### config.mk
export PLATFORM = sky130hd
export DESIGN_NAME = chamber_cycle_sequencer
export DESIGN_NICKNAME = d
export VERILOG_FILES = /design/src/hw/rtl/ccs_pkg.sv /design/src/hw/rtl/chamber_cycle_sequencer.sv
export SDC_FILE = /design/constraint.sdc
export NUM_CORES = 1
export LEC_CHECK = 0
export BUFFER_PORTS_ARGS = -buffer_cell sky130_fd_sc_hd__buf_4
export CAP_MARGIN = 10
export CORE_MARGIN = 2
export CORE_UTILIZATION = 56
export DETAILED_ROUTE_END_ITERATION = 16
export GPL_TIMING_DRIVEN = 0
export PLACE_DENSITY = 0.77
export SLEW_MARGIN = 40
export SYNTH_ARGS = -nofsm -noshare
export SYNTH_HDL_FRONTEND = slang
export SYNTH_SLANG_ARGS = --single-unit
### constraint.sdc
create_clock -name clk -period 5.1 [get_ports clk]
set_input_delay 1.02 -clock clk [delete_from_list [all_inputs] [get_ports clk]]
set_output_delay 1.02 -clock clk [all_outputs]
set_load 0.02 [all_outputs]
### src/hw/rtl/ccs_pkg.sv
// Package for the chamber cycle sequencer: step and door codes, register
// indexes, register reset values, drive bit positions and announcement codes.
// No dependencies.
package ccs_pkg;

    localparam int NUM_CFG        = 8;
    localparam int CFG_IDX_BITS   = 4;
    localparam int CFG_DATA_BITS  = 16;
    localparam int DRIVE_BITS     = 6;
    localparam int VOICE_BITS     = 5;

    typedef enum logic [2:0] {
        STEP_IDLE     = 3'd0,
        STEP_SETTLE   = 3'd1,
        STEP_CLOSE    = 3'd2,
        STEP_PRESSURE = 3'd3,
        STEP_OXYGEN   = 3'd4,
        STEP_EXHAUST  = 3'd5,
        STEP_OPEN     = 3'd6,
        STEP_FINISH   = 3'd7
    } step_t;

    typedef enum logic [1:0] {
        DOOR_NONE  = 2'd0,
        DOOR_CLOSE = 2'd1,
        DOOR_OPEN  = 2'd2
    } door_t;

    localparam logic [2:0] CFG_DOOR_DELAY = 3'd0;
    localparam logic [2:0] CFG_SETTLE     = 3'd1;
    localparam logic [2:0] CFG_CLOSE_WAIT = 3'd2;
    localparam logic [2:0] CFG_CLOSE_DONE = 3'd3;
    localparam logic [2:0] CFG_PRESSURE   = 3'd4;
    localparam logic [2:0] CFG_HEAT       = 3'd5;
    localparam logic [2:0] CFG_OXYGEN     = 3'd6;
    localparam logic [2:0] CFG_EXHAUST    = 3'd7;

    localparam logic [CFG_DATA_BITS-1:0] CFG_RESET [NUM_CFG] = '{
        16'd3000, 16'd3000, 16'd4000, 16'd10000,
        16'd4000, 16'd8000, 16'd2000, 16'd2000
    };

    localparam int DRV_CLOSE = 0;
    localparam int DRV_OPEN  = 1;
    localparam int DRV_PRESS = 2;
    localparam int DRV_EXH   = 3;
    localparam int DRV_HEAT  = 4;
    localparam int DRV_OXY   = 5;

    localparam int CMD_START     = 0;
    localparam int CMD_STOP      = 1;
    localparam int CMD_HEAT_ON   = 2;
    localparam int CMD_HEAT_OFF  = 3;
    localparam int CMD_PRESS_ON  = 4;
    localparam int CMD_PRESS_OFF = 5;
    localparam int CMD_EXH_ON    = 6;
    localparam int CMD_EXH_OFF   = 7;

    localparam int CMDB_OXY_ON  = 0;
    localparam int CMDB_OXY_OFF = 1;
    localparam int CMDB_CLOSE   = 2;
    localparam int CMDB_OPEN    = 3;

    localparam logic [VOICE_BITS-1:0] VOICE_NONE      = 5'd0;
    localparam logic [VOICE_BITS-1:0] VOICE_SETTLE    = 5'd1;
    localparam logic [VOICE_BITS-1:0] VOICE_STOP      = 5'd8;
    localparam logic [VOICE_BITS-1:0] VOICE_DOOR_OPEN = 5'd10;
    localparam logic [VOICE_BITS-1:0] VOICE_DOOR_CLS  = 5'd11;
    localparam logic [VOICE_BITS-1:0] VOICE_PRESS_ON  = 5'd12;
    localparam logic [VOICE_BITS-1:0] VOICE_PRESS_OFF = 5'd13;
    localparam logic [VOICE_BITS-1:0] VOICE_EXH_ON    = 5'd14;
    localparam logic [VOICE_BITS-1:0] VOICE_EXH_OFF   = 5'd15;
    localparam logic [VOICE_BITS-1:0] VOICE_HEAT_ON   = 5'd16;
    localparam logic [VOICE_BITS-1:0] VOICE_HEAT_OFF  = 5'd17;
    localparam logic [VOICE_BITS-1:0] VOICE_OXY_ON    = 5'd18;
    localparam logic [VOICE_BITS-1:0] VOICE_OXY_OFF   = 5'd19;

endpackage

### src/hw/rtl/chamber_cycle_sequencer.sv
// Chamber cycle sequencer top level: scan input register, per-scan control
// logic and result register. Depends on ccs_pkg.
//
// Usage: one beat on the scan channel is one control scan (two command words,
// digital inputs, milliseconds elapsed). Each scan yields exactly one beat on
// the result channel: drive outputs, cycle step and the announcement of the
// scan. A beat moves when its valid is high and its stall is low.
// A scan taken passes the scan register, then the result register.
// Throughput: one scan per cycle while the result side does not stall; the
// scan register feeds the result register through one pass of control
// logic, and the state updates at the moment the result register loads.
// When the result side stalls, the result register holds; the scan register
// still takes one more beat, then scan_stall rises until the result moves.
// Reset clears both valid flags and the control state, and loads the
// timing registers with their default values. The user must write the
// timing registers through cfg_we/cfg_index/cfg_wdata only while no scan is
// in flight (not enforced); an index beyond the last register is ignored.
module chamber_cycle_sequencer #(
    parameter int TIMER_BITS = 16
) (
    input  logic                                clk,
    input  logic                                rst_n,
    input  logic                                cfg_we,
    input  logic [ccs_pkg::CFG_IDX_BITS-1:0]    cfg_index,
    input  logic [ccs_pkg::CFG_DATA_BITS-1:0]   cfg_wdata,
    input  logic                                scan_valid,
    output logic                                scan_stall,
    input  logic [7:0]                          cmd_word_a,
    input  logic [3:0]                          cmd_word_b,
    input  logic [7:0]                          digital_in,
    input  logic [9:0]                          elapsed_ms,
    output logic                                result_valid,
    input  logic                                result_stall,
    output logic [ccs_pkg::DRIVE_BITS-1:0]      drive_bits,
    output logic [2:0]                          step_code,
    output logic                                voice_valid,
    output logic [ccs_pkg::VOICE_BITS-1:0]      voice_number
);

    localparam int CMP_BITS = (TIMER_BITS > ccs_pkg::CFG_DATA_BITS) ?
                              TIMER_BITS : ccs_pkg::CFG_DATA_BITS;

    function automatic logic [TIMER_BITS-1:0] sat_add(
        input logic [TIMER_BITS-1:0] t,
        input logic [9:0]            d
    );
        logic [TIMER_BITS:0] sum;
        sum = {1'b0, t} + (TIMER_BITS+1)'(d);
        return sum[TIMER_BITS] ? {TIMER_BITS{1'b1}} : sum[TIMER_BITS-1:0];
    endfunction

    logic [ccs_pkg::CFG_DATA_BITS-1:0] cfg_reg [ccs_pkg::NUM_CFG];

    logic                          scan_valid_reg;
    logic [7:0]                    cmd_a_reg;
    logic [3:0]                    cmd_b_reg;
    logic [1:0]                    din_reg;
    logic [9:0]                    elapsed_reg;

    ccs_pkg::step_t                step_reg, step_next;
    logic [ccs_pkg::DRIVE_BITS-1:0] drive_reg, drive_next;
    logic [TIMER_BITS-1:0]         step_timer_reg, step_timer_next;
    logic                          step_fresh_reg, step_fresh_next;
    ccs_pkg::door_t                door_pending_reg, door_pending_next;
    logic [TIMER_BITS-1:0]         door_timer_reg, door_timer_next;
    logic [3:0]                    last_cmd_b_reg, last_cmd_b_next;

    logic                          res_valid_reg;
    logic [ccs_pkg::DRIVE_BITS-1:0] res_drive_reg;
    logic [2:0]                    res_step_reg;
    logic                          res_voice_ok_reg;
    logic [ccs_pkg::VOICE_BITS-1:0] res_voice_no_reg;

    logic                          voice_ok_next;
    logic [ccs_pkg::VOICE_BITS-1:0] voice_no_next;

    logic                          advance;
    logic                          scan_take;
    logic                          stop_cmd;
    logic                          start_cmd;
    logic                          is_idle;
    logic [TIMER_BITS-1:0]         door_timer_aged;
    ccs_pkg::door_t                door_pend_aged;
    logic [TIMER_BITS-1:0]         step_timer_run;
    logic [ccs_pkg::NUM_CFG-1:0]   step_ge;
    logic                          door_ge_aged;

    assign advance    = scan_valid_reg && (!res_valid_reg || !result_stall);
    assign scan_stall = scan_valid_reg && !advance;
    assign scan_take  = scan_valid && !scan_stall;

    assign result_valid = res_valid_reg;
    assign drive_bits   = res_drive_reg;
    assign step_code    = res_step_reg;
    assign voice_valid  = res_voice_ok_reg;
    assign voice_number = res_voice_no_reg;

    // Shared terms: commands, aged timers, threshold compares
    always_comb
    begin
        stop_cmd  = cmd_a_reg[ccs_pkg::CMD_STOP] || din_reg[ccs_pkg::CMD_STOP];
        start_cmd = cmd_a_reg[ccs_pkg::CMD_START] || din_reg[ccs_pkg::CMD_START];
        is_idle   = (step_reg == ccs_pkg::STEP_IDLE);

        if (door_pending_reg == ccs_pkg::DOOR_CLOSE || door_pending_reg == ccs_pkg::DOOR_OPEN)
        begin
            door_timer_aged = sat_add(door_timer_reg, elapsed_reg);
            door_pend_aged  = door_pending_reg;
        end
        else
        begin
            door_timer_aged = door_timer_reg;
            door_pend_aged  = ccs_pkg::DOOR_NONE;
        end

        step_timer_run = step_fresh_reg ? '0 : sat_add(step_timer_reg, elapsed_reg);

        for (int i = 0; i < ccs_pkg::NUM_CFG; i++)
        begin
            step_ge[i] = CMP_BITS'(step_timer_run) >= CMP_BITS'(cfg_reg[i]);
        end
        door_ge_aged = CMP_BITS'(door_timer_aged) >=
                       CMP_BITS'(cfg_reg[ccs_pkg::CFG_DOOR_DELAY]);
    end

    // Next step, step timer and fresh flag
    always_comb
    begin
        step_next       = step_reg;
        step_timer_next = step_timer_reg;
        step_fresh_next = step_fresh_reg;
        if (is_idle)
        begin
            if (start_cmd)
            begin
                step_next       = ccs_pkg::STEP_SETTLE;
                step_fresh_next = 1'b1;
            end
        end
        else if (stop_cmd)
        begin
            step_next       = ccs_pkg::STEP_IDLE;
            step_fresh_next = 1'b1;
        end
        else
        begin
            step_timer_next = step_timer_run;
            step_fresh_next = 1'b0;
            unique case (step_reg)
                ccs_pkg::STEP_SETTLE:
                begin
                    if (step_ge[ccs_pkg::CFG_SETTLE])
                    begin
                        step_next       = ccs_pkg::STEP_CLOSE;
                        step_fresh_next = 1'b1;
                    end
                end
                ccs_pkg::STEP_CLOSE:
                begin
                    if (step_ge[ccs_pkg::CFG_CLOSE_DONE])
                    begin
                        step_next       = ccs_pkg::STEP_PRESSURE;
                        step_fresh_next = 1'b1;
                    end
                end
                ccs_pkg::STEP_PRESSURE:
                begin
                    if (step_ge[ccs_pkg::CFG_HEAT])
                    begin
                        step_next       = ccs_pkg::STEP_OXYGEN;
                        step_fresh_next = 1'b1;
                    end
                end
                ccs_pkg::STEP_OXYGEN:
                begin
                    if (step_ge[ccs_pkg::CFG_OXYGEN])
                    begin
                        step_next       = ccs_pkg::STEP_EXHAUST;
                        step_fresh_next = 1'b1;
                    end
                end
                ccs_pkg::STEP_EXHAUST:
                begin
                    if (step_ge[ccs_pkg::CFG_EXHAUST])
                    begin
                        step_next       = ccs_pkg::STEP_OPEN;
                        step_fresh_next = 1'b1;
                    end
                end
                ccs_pkg::STEP_OPEN:
                begin
                    if (step_ge[ccs_pkg::CFG_DOOR_DELAY])
                    begin
                        step_next       = ccs_pkg::STEP_FINISH;
                        step_fresh_next = 1'b1;
                    end
                end
                ccs_pkg::STEP_FINISH, ccs_pkg::STEP_IDLE:
                begin
                    step_next       = ccs_pkg::STEP_IDLE;
                    step_fresh_next = 1'b1;
                end
            endcase
        end
    end

    // Drives, door handling and announcement
    always_comb
    begin
        logic [3:0] rise;
        logic       door_ge;
        drive_next        = drive_reg;
        voice_ok_next     = 1'b0;
        voice_no_next     = ccs_pkg::VOICE_NONE;
        door_pending_next = door_pend_aged;
        door_timer_next   = door_timer_aged;
        last_cmd_b_next   = last_cmd_b_reg;
        rise              = cmd_b_reg & ~last_cmd_b_reg;
        door_ge           = door_ge_aged;

        if (is_idle)
        begin
            if (rise[ccs_pkg::CMDB_CLOSE])
            begin
                voice_ok_next     = 1'b1;
                voice_no_next     = ccs_pkg::VOICE_DOOR_CLS;
                door_pending_next = ccs_pkg::DOOR_CLOSE;
                door_timer_next   = '0;
            end
            if (rise[ccs_pkg::CMDB_OPEN])
            begin
                voice_ok_next     = 1'b1;
                voice_no_next     = ccs_pkg::VOICE_DOOR_OPEN;
                door_pending_next = ccs_pkg::DOOR_OPEN;
                door_timer_next   = '0;
            end
            if (rise[ccs_pkg::CMDB_CLOSE] || rise[ccs_pkg::CMDB_OPEN])
            begin
                door_ge = (cfg_reg[ccs_pkg::CFG_DOOR_DELAY] == '0);
            end
            if (door_pending_next == ccs_pkg::DOOR_CLOSE && door_ge)
            begin
                drive_next[ccs_pkg::DRV_CLOSE] = 1'b1;
                drive_next[ccs_pkg::DRV_OPEN]  = 1'b0;
                door_pending_next = ccs_pkg::DOOR_NONE;
            end
            else if (door_pending_next == ccs_pkg::DOOR_OPEN && door_ge)
            begin
                drive_next[ccs_pkg::DRV_OPEN]  = 1'b1;
                drive_next[ccs_pkg::DRV_CLOSE] = 1'b0;
                door_pending_next = ccs_pkg::DOOR_NONE;
            end
            last_cmd_b_next = cmd_b_reg;

            if (cmd_a_reg[ccs_pkg::CMD_PRESS_ON])
            begin
                voice_ok_next = 1'b1;
                voice_no_next = ccs_pkg::VOICE_PRESS_ON;
                drive_next[ccs_pkg::DRV_PRESS] = 1'b1;
            end
            else if (cmd_a_reg[ccs_pkg::CMD_PRESS_OFF])
            begin
                voice_ok_next = 1'b1;
                voice_no_next = ccs_pkg::VOICE_PRESS_OFF;
                drive_next[ccs_pkg::DRV_PRESS] = 1'b0;
            end
            if (cmd_a_reg[ccs_pkg::CMD_EXH_ON])
            begin
                voice_ok_next = 1'b1;
                voice_no_next = ccs_pkg::VOICE_EXH_ON;
                drive_next[ccs_pkg::DRV_EXH] = 1'b1;
            end
            else if (cmd_a_reg[ccs_pkg::CMD_EXH_OFF])
            begin
                voice_ok_next = 1'b1;
                voice_no_next = ccs_pkg::VOICE_EXH_OFF;
                drive_next[ccs_pkg::DRV_EXH] = 1'b0;
            end
            if (cmd_a_reg[ccs_pkg::CMD_HEAT_ON])
            begin
                voice_ok_next = 1'b1;
                voice_no_next = ccs_pkg::VOICE_HEAT_ON;
                drive_next[ccs_pkg::DRV_HEAT] = 1'b1;
            end
            else if (cmd_a_reg[ccs_pkg::CMD_HEAT_OFF])
            begin
                voice_ok_next = 1'b1;
                voice_no_next = ccs_pkg::VOICE_HEAT_OFF;
                drive_next[ccs_pkg::DRV_HEAT] = 1'b0;
            end
            if (cmd_b_reg[ccs_pkg::CMDB_OXY_ON])
            begin
                voice_ok_next = 1'b1;
                voice_no_next = ccs_pkg::VOICE_OXY_ON;
                drive_next[ccs_pkg::DRV_OXY] = 1'b1;
            end
            else if (cmd_b_reg[ccs_pkg::CMDB_OXY_OFF])
            begin
                voice_ok_next = 1'b1;
                voice_no_next = ccs_pkg::VOICE_OXY_OFF;
                drive_next[ccs_pkg::DRV_OXY] = 1'b0;
            end
        end
        else if (stop_cmd)
        begin
            voice_ok_next = 1'b1;
            voice_no_next = ccs_pkg::VOICE_STOP;
        end
        else
        begin
            voice_ok_next = 1'b1;
            unique case (step_reg)
                ccs_pkg::STEP_SETTLE:
                begin
                    drive_next    = '0;
                    voice_no_next = ccs_pkg::VOICE_SETTLE;
                end
                ccs_pkg::STEP_CLOSE:
                begin
                    voice_no_next = ccs_pkg::VOICE_DOOR_CLS;
                    if (step_ge[ccs_pkg::CFG_CLOSE_WAIT])
                    begin
                        drive_next[ccs_pkg::DRV_CLOSE] = 1'b1;
                        drive_next[ccs_pkg::DRV_OPEN]  = 1'b0;
                    end
                end
                ccs_pkg::STEP_PRESSURE:
                begin
                    voice_no_next = ccs_pkg::VOICE_PRESS_ON;
                    if (step_ge[ccs_pkg::CFG_PRESSURE])
                    begin
                        drive_next[ccs_pkg::DRV_PRESS] = 1'b1;
                        voice_no_next = ccs_pkg::VOICE_HEAT_ON;
                    end
                    if (step_ge[ccs_pkg::CFG_HEAT])
                    begin
                        drive_next[ccs_pkg::DRV_HEAT] = 1'b1;
                    end
                end
                ccs_pkg::STEP_OXYGEN:
                begin
                    voice_no_next = ccs_pkg::VOICE_OXY_ON;
                    if (step_ge[ccs_pkg::CFG_OXYGEN])
                    begin
                        drive_next[ccs_pkg::DRV_OXY] = 1'b1;
                    end
                end
                ccs_pkg::STEP_EXHAUST:
                begin
                    voice_no_next = ccs_pkg::VOICE_EXH_ON;
                    if (step_ge[ccs_pkg::CFG_EXHAUST])
                    begin
                        drive_next[ccs_pkg::DRV_EXH] = 1'b1;
                    end
                end
                ccs_pkg::STEP_OPEN:
                begin
                    voice_no_next = ccs_pkg::VOICE_DOOR_OPEN;
                    if (step_ge[ccs_pkg::CFG_DOOR_DELAY])
                    begin
                        drive_next[ccs_pkg::DRV_OPEN]  = 1'b1;
                        drive_next[ccs_pkg::DRV_CLOSE] = 1'b0;
                    end
                end
                ccs_pkg::STEP_FINISH, ccs_pkg::STEP_IDLE:
                begin
                    voice_no_next = ccs_pkg::VOICE_STOP;
                    drive_next[ccs_pkg::DRV_PRESS] = 1'b0;
                    drive_next[ccs_pkg::DRV_EXH]   = 1'b0;
                    drive_next[ccs_pkg::DRV_HEAT]  = 1'b0;
                    drive_next[ccs_pkg::DRV_OXY]   = 1'b0;
                end
            endcase
        end
    end

    always_ff @(posedge clk or negedge rst_n)
    begin
        if (!rst_n)
        begin
            for (int i = 0; i < ccs_pkg::NUM_CFG; i++)
            begin
                cfg_reg[i] <= ccs_pkg::CFG_RESET[i];
            end
        end
        else if (cfg_we && cfg_index < ccs_pkg::CFG_IDX_BITS'(ccs_pkg::NUM_CFG))
        begin
            cfg_reg[cfg_index[2:0]] <= cfg_wdata;
        end
    end

    always_ff @(posedge clk or negedge rst_n)
    begin
        if (!rst_n)
        begin
            scan_valid_reg <= 1'b0;
        end
        else if (scan_take)
        begin
            scan_valid_reg <= 1'b1;
        end
        else if (advance)
        begin
            scan_valid_reg <= 1'b0;
        end
    end

    always_ff @(posedge clk)
    begin
        if (scan_take)
        begin
            cmd_a_reg   <= cmd_word_a;
            cmd_b_reg   <= cmd_word_b;
            din_reg     <= digital_in[1:0];
            elapsed_reg <= elapsed_ms;
        end
    end

    always_ff @(posedge clk or negedge rst_n)
    begin
        if (!rst_n)
        begin
            step_reg         <= ccs_pkg::STEP_IDLE;
            drive_reg        <= '0;
            step_timer_reg   <= '0;
            step_fresh_reg   <= 1'b1;
            door_pending_reg <= ccs_pkg::DOOR_NONE;
            door_timer_reg   <= '0;
            last_cmd_b_reg   <= '0;
            res_valid_reg    <= 1'b0;
        end
        else
        begin
            if (advance)
            begin
                step_reg         <= step_next;
                drive_reg        <= drive_next;
                step_timer_reg   <= step_timer_next;
                step_fresh_reg   <= step_fresh_next;
                door_pending_reg <= door_pending_next;
                door_timer_reg   <= door_timer_next;
                last_cmd_b_reg   <= last_cmd_b_next;
                res_valid_reg    <= 1'b1;
            end
            else if (!result_stall)
            begin
                res_valid_reg <= 1'b0;
            end
        end
    end

    always_ff @(posedge clk)
    begin
        if (advance)
        begin
            res_drive_reg    <= drive_next;
            res_step_reg     <= step_next;
            res_voice_ok_reg <= voice_ok_next;
            res_voice_no_reg <= voice_no_next;
        end
    end

endmodule

==> metrics.txt <==
setup_tns 0 ns; CTS tree done; Starting Density 57.4%; Nets 1718; total grt overflow 0; fmax 0.202 GHz; top_reg_cell synth dfrtp_1; cts hold-fix bufs 0; synthesized cell area 13500 um2; Seq pwr share 36.4%; DP Area 14500 um2; WL/cell 20.1 um; sequential area share after synthesis 41.7%; Startpoint Class register; ranking of synthesized cells by area dfrtp_1 (23%), ha_1 (15%), dfstp_2 (9.7%); initial antenna violation count 0; Max Slew Vio Count 0; layout cells sized above 1 20.0%; wirelength, routed 37000 um; max_slew headroom 45.3%; Yosys top cell by area dfrtp_1; core footprint 23500 um2; count of clock tree sinks 215; final instance area 15700 um2; Post-synth EDFFs 39; Crit Path Max Fanout 8; Synth Instances 1395; drt drc 0; worst setup path category reg2reg; standard-cell rows 56; static leakage power 7.29 nW; vias per cell 6.15; total power 0.00655 W; Clk pwr share 27.1%; Comb pwr share 36.5%; worst-margin pin slew 0.820 ns; global-route wire length before repair 59500 um; switching share of power 35.6%; Post-synth ARST share 81.9%; TritonCTS Buffers 24; Max VDD drop 0.000296 V; RePlAce Congestion 0.901; Clk pin slew, worst setup/hold paths 0.06 ns; die area 25400 um2; Worst Skew 0.0306 ns; Die Ht 159 um; antenna cells 0; clock latency on the worst-skew pair 0.56 ns; CTS Buffer Depth 3; share of the synthesized area in the top cell type 23.3%; routed vias 11313; P per Cell Area 416 nW/um2; Global Route Usage Sum 29.2%; worst min-delay path class in2async; max FFs per register 128; internal power 0.00421 W; syn_nets 1610; CTS H-tree lvls 1; crit path DAT 5.25 ns; Post-DRT Antenna Nets 0; endpoints failing setup 0; post-layout min period 4.96 ns; Die W 159 um; Crit path required time 5.39 ns; Final Util 66.8%; IO buf count 64; NetSw 0.00233 W; largest net degree at the start of global routing 58; element type at the critical path end register; root buffer cell clkbuf_16; crit share post-route 97.2%; flops & latches, synth 215; status finished, final reports clean; area grow syn2layout 16.4%; post-synthesis cell type count 71; IO Pins 72; DRT Pass-1 Iters 6; drt initial violations 905; post-DP HPWL 26500 um; MaxCap Viol Count 0; final hold viol count 0; Syn. warnings 0; vias in the first global route 11253; Avg Inst Size Synth 9.68 um2
## final timing paths
path                              startpoint           endpoint  slack, ns  depth (start not counted)
setup / recovery              elapsed_reg[1]       step_code[0]       0.14                         17
hold / removal                         rst_n  step_timer_reg[5]       0.34                          1
setup reg to reg              elapsed_reg[1]       step_code[0]       0.14                         17
hold reg to reg            step_timer_reg[3]  step_timer_reg[3]       0.48                          2
max in group asynchronous              rst_n       cfg_reg[115]       3.56                          4
min in group clk           step_timer_reg[3]  step_timer_reg[3]       0.48                          2
## synthesized netlist by cell type (29+ instances only)
master	count
a21o_1	29
o21ai_0	103
mux2_2	78
dfrtp_1	126
nor2_1	67
nand2_1	156
clkbuf_1	38
inv_1	132
ha_1	158
edfxtp_1	39
a21oi_1	90
dfstp_2	50
## routing by layer
metal  GRT usage, %  wire length, um  part of all wire, %  vias up
li1               -                -                    -     5234
met1           38.5            15000                   41     5494
met2           48.1            17300                   47      474
met3           4.87             2960                  8.0      111
met4           11.9             1680                  4.6        0
met5              0                0                    0        -
## cell type report
type	count	area [um2]
sequential	215	5640
tap	319	399
inverter	133	499
timing repair buffer	83	703
multi-input combinational	1003	7490
clock buffer	35	692
buffer	43	185
clock inverter	9	116
fill	1867	7820
## logic make-up after synthesis
logic type | count (synthesis) | synth area share (%)
DFF | 215 | 41.7
buffers and inverters | 177 | 4.99
and+or+nand+nor | 379 | 13.4
AOI/OAI and AO/OA | 364 | 17.0
xor gates and xnor gates | 20 | 1.30
muxes | 78 | 6.50
adders and majority gates | 162 | 15.1
## stage by stage
| stage | hold slack, ns | worst slack (ns) | std cells |
|---|---|---|---|
| after floorplan | 0.450 | 0.299 | 1395 |
| after global placement | 0.463 | -1.31 | 1778 |
| after detailed placement | 0.468 | -1.28 | 1782 |
| after CTS | 0.352 | -0.0151 | 1838 |
| after global routing | 0.348 | -0.0639 | 1840 |
| final | 0.343 | 0.143 | 1840 |
## critical path, stage by stage, from the launching register on
cell	delay [ns]
edfxtp_1	0.47
ha_1	0.35
a21o_1	0.17
a21oi_2	0.17
o21bai_1	0.11
a31o_1	0.25
a21o_1	0.21
a31o_1	0.26
a41oi_1	0.29
o21a_1	0.55
ha_1	0.36
and4_1	0.19
a221oi_2	0.37
o21ai_2	0.14
nor3b_2	0.29
o22ai_2	0.15
o311ai_4	0.30
nand2_1	0.08
## power by group through the flow
stage                     Clock, W  Combinational [W]  Sequential [W]
after floorplan                  0            0.00164         0.00238
after global placement           0            0.00215         0.00239
after detailed placement         0            0.00226         0.00241
after CTS                  0.00179            0.00232         0.00238
after global routing       0.00186            0.00270         0.00242
final                      0.00177            0.00239         0.00238
## placed cells by master (no fill, tap or decap), types with 10 or more instances in the layout
master and instances:
o21bai_1 10, ha_1 156, o21a_1 12, nor2_1 65, xnor2_1 11, clkbuf_1 39, a21o_1 29, a31oi_1 15
buf_4 78, inv_1 132, dfrtp_1 126, nand4_1 19, nand2_1 156, clkbuf_16 24, o21ai_0 100, and3_1 13
nand3_1 25, mux2_2 78, nor3_1 13, dfstp_2 50, edfxtp_1 39, a22o_1 11, a21oi_1 78, o21ai_1 11
a211oi_1 12, nand2b_1 16, nor4_1 10
## timing repair
item | in CTS | in global routing
gates resized for setup | 29 | 24
buffers inserted | 13 | 2
pin swaps | 8 | 10
endpoints found under the setup margin | 22 | 20
No activity file was read; power rests on OpenSTA's default activity.
